$ cat config.mk
export PLATFORM = sky130hd
export DESIGN_NAME = kms_sorter
export DESIGN_NICKNAME = d
export VERILOG_FILES = /design/src/sv/kms_sorter.sv
export SDC_FILE = /design/constraint.sdc
export NUM_CORES = 1
export LEC_CHECK = 0
export BUFFER_PORTS_ARGS = -buffer_cell sky130_fd_sc_hd__buf_4
export CAP_MARGIN = 20
export CORE_MARGIN = 2
export CORE_UTILIZATION = 55
export DETAILED_ROUTE_END_ITERATION = 6
export PLACE_DENSITY = 0.82
export SETUP_SLACK_MARGIN = 0.02
export SKIP_CTS_REPAIR_TIMING = 1
export SYNTH_ARGS = -nofsm -noshare
export SYNTH_HDL_FRONTEND = slang
export SYNTH_SLANG_ARGS = --single-unit
export TNS_END_PERCENT = 1
$ cat constraint.sdc
create_clock -name clock -period 5.5 [get_ports clock]
set_input_delay 1.1 -clock clock [delete_from_list [all_inputs] [get_ports clock]]
set_output_delay 1.1 -clock clock [all_outputs]
set_load 0.05 [all_outputs]
$ cat src/sv/kms_sorter.sv
// Stable insertion sort of the edge store over one read and one write port.
// Edges are packed as {weight, dst, src}.
module kms_sorter #(
   parameter int unsigned AW = 12,
   parameter int unsigned EW = 52,
   parameter int unsigned WB = 32
) (
   input  logic          clock,
   input  logic          reset,
   input  logic          start,
   input  logic [AW:0]   count,
   output logic          done,
   output logic          mem_we,
   output logic [AW-1:0] mem_waddr,
   output logic [EW-1:0] mem_wdata,
   output logic [AW-1:0] mem_raddr,
   input  logic [EW-1:0] mem_rdata
);

   localparam logic [2:0] S_IDLE = 3'd0;
   localparam logic [2:0] S_RKEY = 3'd1;
   localparam logic [2:0] S_WKEY = 3'd2;
   localparam logic [2:0] S_RPRV = 3'd3;
   localparam logic [2:0] S_CMP  = 3'd4;
   localparam logic [2:0] S_PUT  = 3'd5;

   logic [2:0]    state_ff, state_in;
   logic [AW:0]   i_ff, i_in;
   logic [AW:0]   j_ff, j_in;
   logic [EW-1:0] key_ff, key_in;

   logic [WB-1:0] key_w, prv_w;
   assign key_w = key_ff[EW-1 -: WB];
   assign prv_w = mem_rdata[EW-1 -: WB];

   always_comb begin
      state_in  = state_ff;
      i_in      = i_ff;
      j_in      = j_ff;
      key_in    = key_ff;
      done      = 1'b0;
      mem_we    = 1'b0;
      mem_waddr = j_ff[AW-1:0];
      mem_wdata = key_ff;
      mem_raddr = i_ff[AW-1:0];
      unique case (state_ff)
         S_IDLE: begin
            if (start) begin
               i_in     = (AW+1)'(1);
               state_in = S_RKEY;
            end
         end
         S_RKEY: begin
            if (i_ff >= count) begin
               done     = 1'b1;
               state_in = S_IDLE;
            end else begin
               j_in     = i_ff;
               state_in = S_WKEY;
            end
         end
         S_WKEY: begin
            key_in    = mem_rdata;
            mem_raddr = j_ff[AW-1:0] - AW'(1);
            state_in  = S_RPRV;
         end
         S_RPRV: begin
            mem_raddr = j_ff[AW-1:0] - AW'(1);
            state_in  = S_CMP;
         end
         S_CMP: begin
            if (prv_w > key_w) begin
               mem_we    = 1'b1;
               mem_wdata = mem_rdata;
               j_in      = j_ff - (AW+1)'(1);
               if (j_ff == (AW+1)'(1)) state_in = S_PUT;
               else begin
                  mem_raddr = j_ff[AW-1:0] - AW'(2);
                  state_in  = S_CMP;
               end
            end else begin
               state_in = S_PUT;
            end
         end
         S_PUT: begin
            mem_we   = 1'b1;
            i_in     = i_ff + (AW+1)'(1);
            state_in = S_RKEY;
            mem_raddr = i_ff[AW-1:0] + AW'(1);
         end
         default: state_in = S_IDLE;
      endcase
   end

   always_ff @(posedge clock) begin
      if (reset) begin
         state_ff <= S_IDLE;
         i_ff     <= '0;
         j_ff     <= '0;
      end else begin
         state_ff <= state_in;
         i_ff     <= i_in;
         j_ff     <= j_in;
      end
      key_ff <= key_in;
   end

endmodule

==> results.cfg <==
[run_status]
status = complete, but fails checks
failed_checks = design-rule violations

[detailed_routing]
drcViolationCount = 2
first_pass_iters = 7
postRouteAntennaNets = 0
routed_wl_mm = 14.82
drt-initial-drc-count = 413
num_vias = 5149
avgViaCountPerCell = 5.925
drt-wirelength-per-cell_um = 17.05

[power_and_ir_drop]
pwr-share-comb = 0.395
p_per_area_nw_per_um2 = 281.7
pwr-share-clk = 0.230
p_int_mw = 1.213
seqPwrFrac = 0.375
irDropWorstVdd_uv = 170.1
p_switching_mw = 0.7926
swShare = 0.3951
p_leak_nw = 3.154

[logic_synthesis]
ys_async_sr_fraction = 0
synth-seq-cells = 81
synth_ff_type = edfxtp_1
synth_cell_types = 63
syn_area_um2 = 5866
synth_cells = 614
yosysWarnings = 0
postSynthAreaPerCell_um2 = 9.553
seq_area_frac_synth = 0.3652
syn_nets = 735
synth_edf_count = 52

[setup_path]
crit_chain = buf_4 -> ha_1 -> nand4_1 -> nor4_1 -> nand3_1 -> o211ai_4 -> buf_4 -> mux2_2 -> buf_4
path_common_cell = buf_4
startpoint_type = primary input
crit_family = simple AND/OR/NAND/NOR gates
critPathSlowestCell = nor4_1
r2r_cells = 9
cp.arrival_ps = 3840
critPathMaxFanout = 34
crit_buf_inv = 3
regToRegStartpoint = key_ff[50]
r2r_setup_slack_ps = 2560
path_class = in2out
rr_endpoint = j_ff[12]
max_stage_delay_ps = 570
end_kind = output port
required_ps = 4400

[place]
pre_cts_slack_ps = 634.5
gp_congestion = 0.9592
dpl.hpwl_mm = 11.29
port_buffers = 145

[clocking]
cts.sinks = 81
cts-root-buf = clkbuf_8
cts.htree.levels = 3
insertion_delay_ps = 370
path_clk_slew_ps = 80
cts_tree = yes
cts_inserted_buffers = 9
cts_buffer_depth = 2

[floorplan]
fp.dieH_um = 107.3
coreArea_um2 = 10320
die-area_um2 = 11510
initial_utilization = 0.5682
io_pins = 146
die_w_um = 107.3
rows = 37

[run]
drv_cap = 0

[grt]
grt_antenna_before_repair = 0
grt_pass1_vias = 5002
grt_start_max_net_pins = 53
grt_use_total = 0.2614
grt_pass1_wl_mm = 23.98
grt.overflow.total = 0

[sta]
hold_violations = 0
finalCritPeriodShare = 0.8973
grt_setup_unrepaired = no
fin_worst_skew_ps = 12.57
fin_crit_ps = 4935
setup_tns_ps = 0
fin_ws_ps = 564.7
relSlewSlack = 0.4449
drv_slew = 0
worst_pin_slew_ps = 832.7
max_freq_mhz = 202.6
setup_viol = 0

[final_layout]
diodes = 0
final_cell_mix = buf_4 (149), inv_1 (61), ha_1 (53)
layout-drive-gt1-share = 0.2947
area_growth_pct = 21.40
final_common_cell = buf_4
layout.nets = 849

[worst_hold_path]
hold_depth = 2
worst_hold_startpoint = j_ff[1]
holdCritPathClass = reg2reg
worstHoldEndpoint = j_ff[1]
[per-stage QoR]
stage / instance area, um^2 / hold slack, ps / std cells / util / power (mW)
detailed placement: 6915 / 496.5 / 853 / 0.6699 / 1.551
finish: 7121 / 528.2 / 869 / 0.6897 / 2.006
floorplan: 5866 / 470.6 / 614 / - / 1.327
global route: 7121 / 543.9 / 869 / 0.6897 / 2.094
global placement: 6915 / 502.4 / 853 / 0.6699 / 1.526
CTS: 7121 / 511.8 / 869 / 0.6897 / 2.009
[how the worst max path moves through the flow]
stage / depth (start not counted) / to / slack [ps] / startpoint
final: 9 / mem_wdata[4] / 560 / mem_rdata[50]
after global routing: 9 / mem_wdata[1] / 370 / mem_rdata[50]
after CTS: 9 / mem_wdata[4] / 620 / mem_rdata[50]
after detailed placement: 9 / mem_wdata[4] / 630 / mem_rdata[50]
after global placement: 9 / mem_wdata[7] / 710 / mem_rdata[50]
after floorplan: 9 / mem_we / 630 / mem_rdata[35]
[cell families (layout without fill, tap and decap cells)]
kind of cell | count (synthesis) | count (layout) | synth area share
AOI/OAI and AO/OA | 140 | 140 | 0.1645
buffers and inverters | 108 | 227 | 0.08639
DFF | 81 | 81 | 0.3652
xor gates and xnor gates | 25 | 25 | 0.03733
adders and majority gates | 53 | 53 | 0.1131
and+or+nand+nor | 156 | 156 | 0.1357
muxes | 51 | 51 | 0.09791
[power by group through the flow]
stage | combinational, mW | sequential [mW] | clock (mW)
after global routing | 0.848 | 0.760 | 0.485
after global placement | 0.763 | 0.763 | 0
after floorplan | 0.572 | 0.755 | 0
final | 0.791 | 0.753 | 0.461
after CTS | 0.788 | 0.753 | 0.468
after detailed placement | 0.785 | 0.766 | 0
[layer usage]
metal,vias to the layer above,GRT usage,share of wire
met3,41,0.04116,0.078
met1,2395,0.3385,0.42
met5,-,0,0
met2,254,0.4236,0.47
li1,2459,-,-
met4,0,0.1327,0.035
[worst min-delay path: cells and delay by family, from the launching register on]
family	cells	cell delay [ps]
simple gates	1	80
compound gates	1	60
flops	1	350
[area by class of cell]
cell class	instances	area, um^2
Timing Repair Buffer	150	1139
Clock inverter	5	63.81
Clock buffer	11	141.4
Multi-Input combinational cell	425	3236
Inverter	61	229.0
Fill cell	801	3203
Sequential cell	81	2142
Tap cell	136	170.2
[synth_stat cells, types with 18 or more instances]
| cell type | count | area (um^2) |
|---|---|---|
| inv_1 | 61 | 229.0 |
| ha_1 | 53 | 663.1 |
| edfxtp_1 | 52 | 1562 |
| a21oi_1 | 48 | 240.2 |
| nand2_1 | 43 | 161.4 |
| mux2_2 | 33 | 371.6 |
| nor2_1 | 32 | 120.1 |
| dfxtp_1 | 29 | 580.6 |
| clkbuf_1 | 20 | 75.07 |
| mux2_1 | 18 | 202.7 |
| nand3_1 | 18 | 90.09 |
| nor3_1 | 18 | 90.09 |
[sequential cells by signal (all words and copies together) (netlist names)]
signal / cells
state_ff: 3
i_ff: 13
key_ff: 52
j_ff: 13
(Power assumes the default switching activity.)
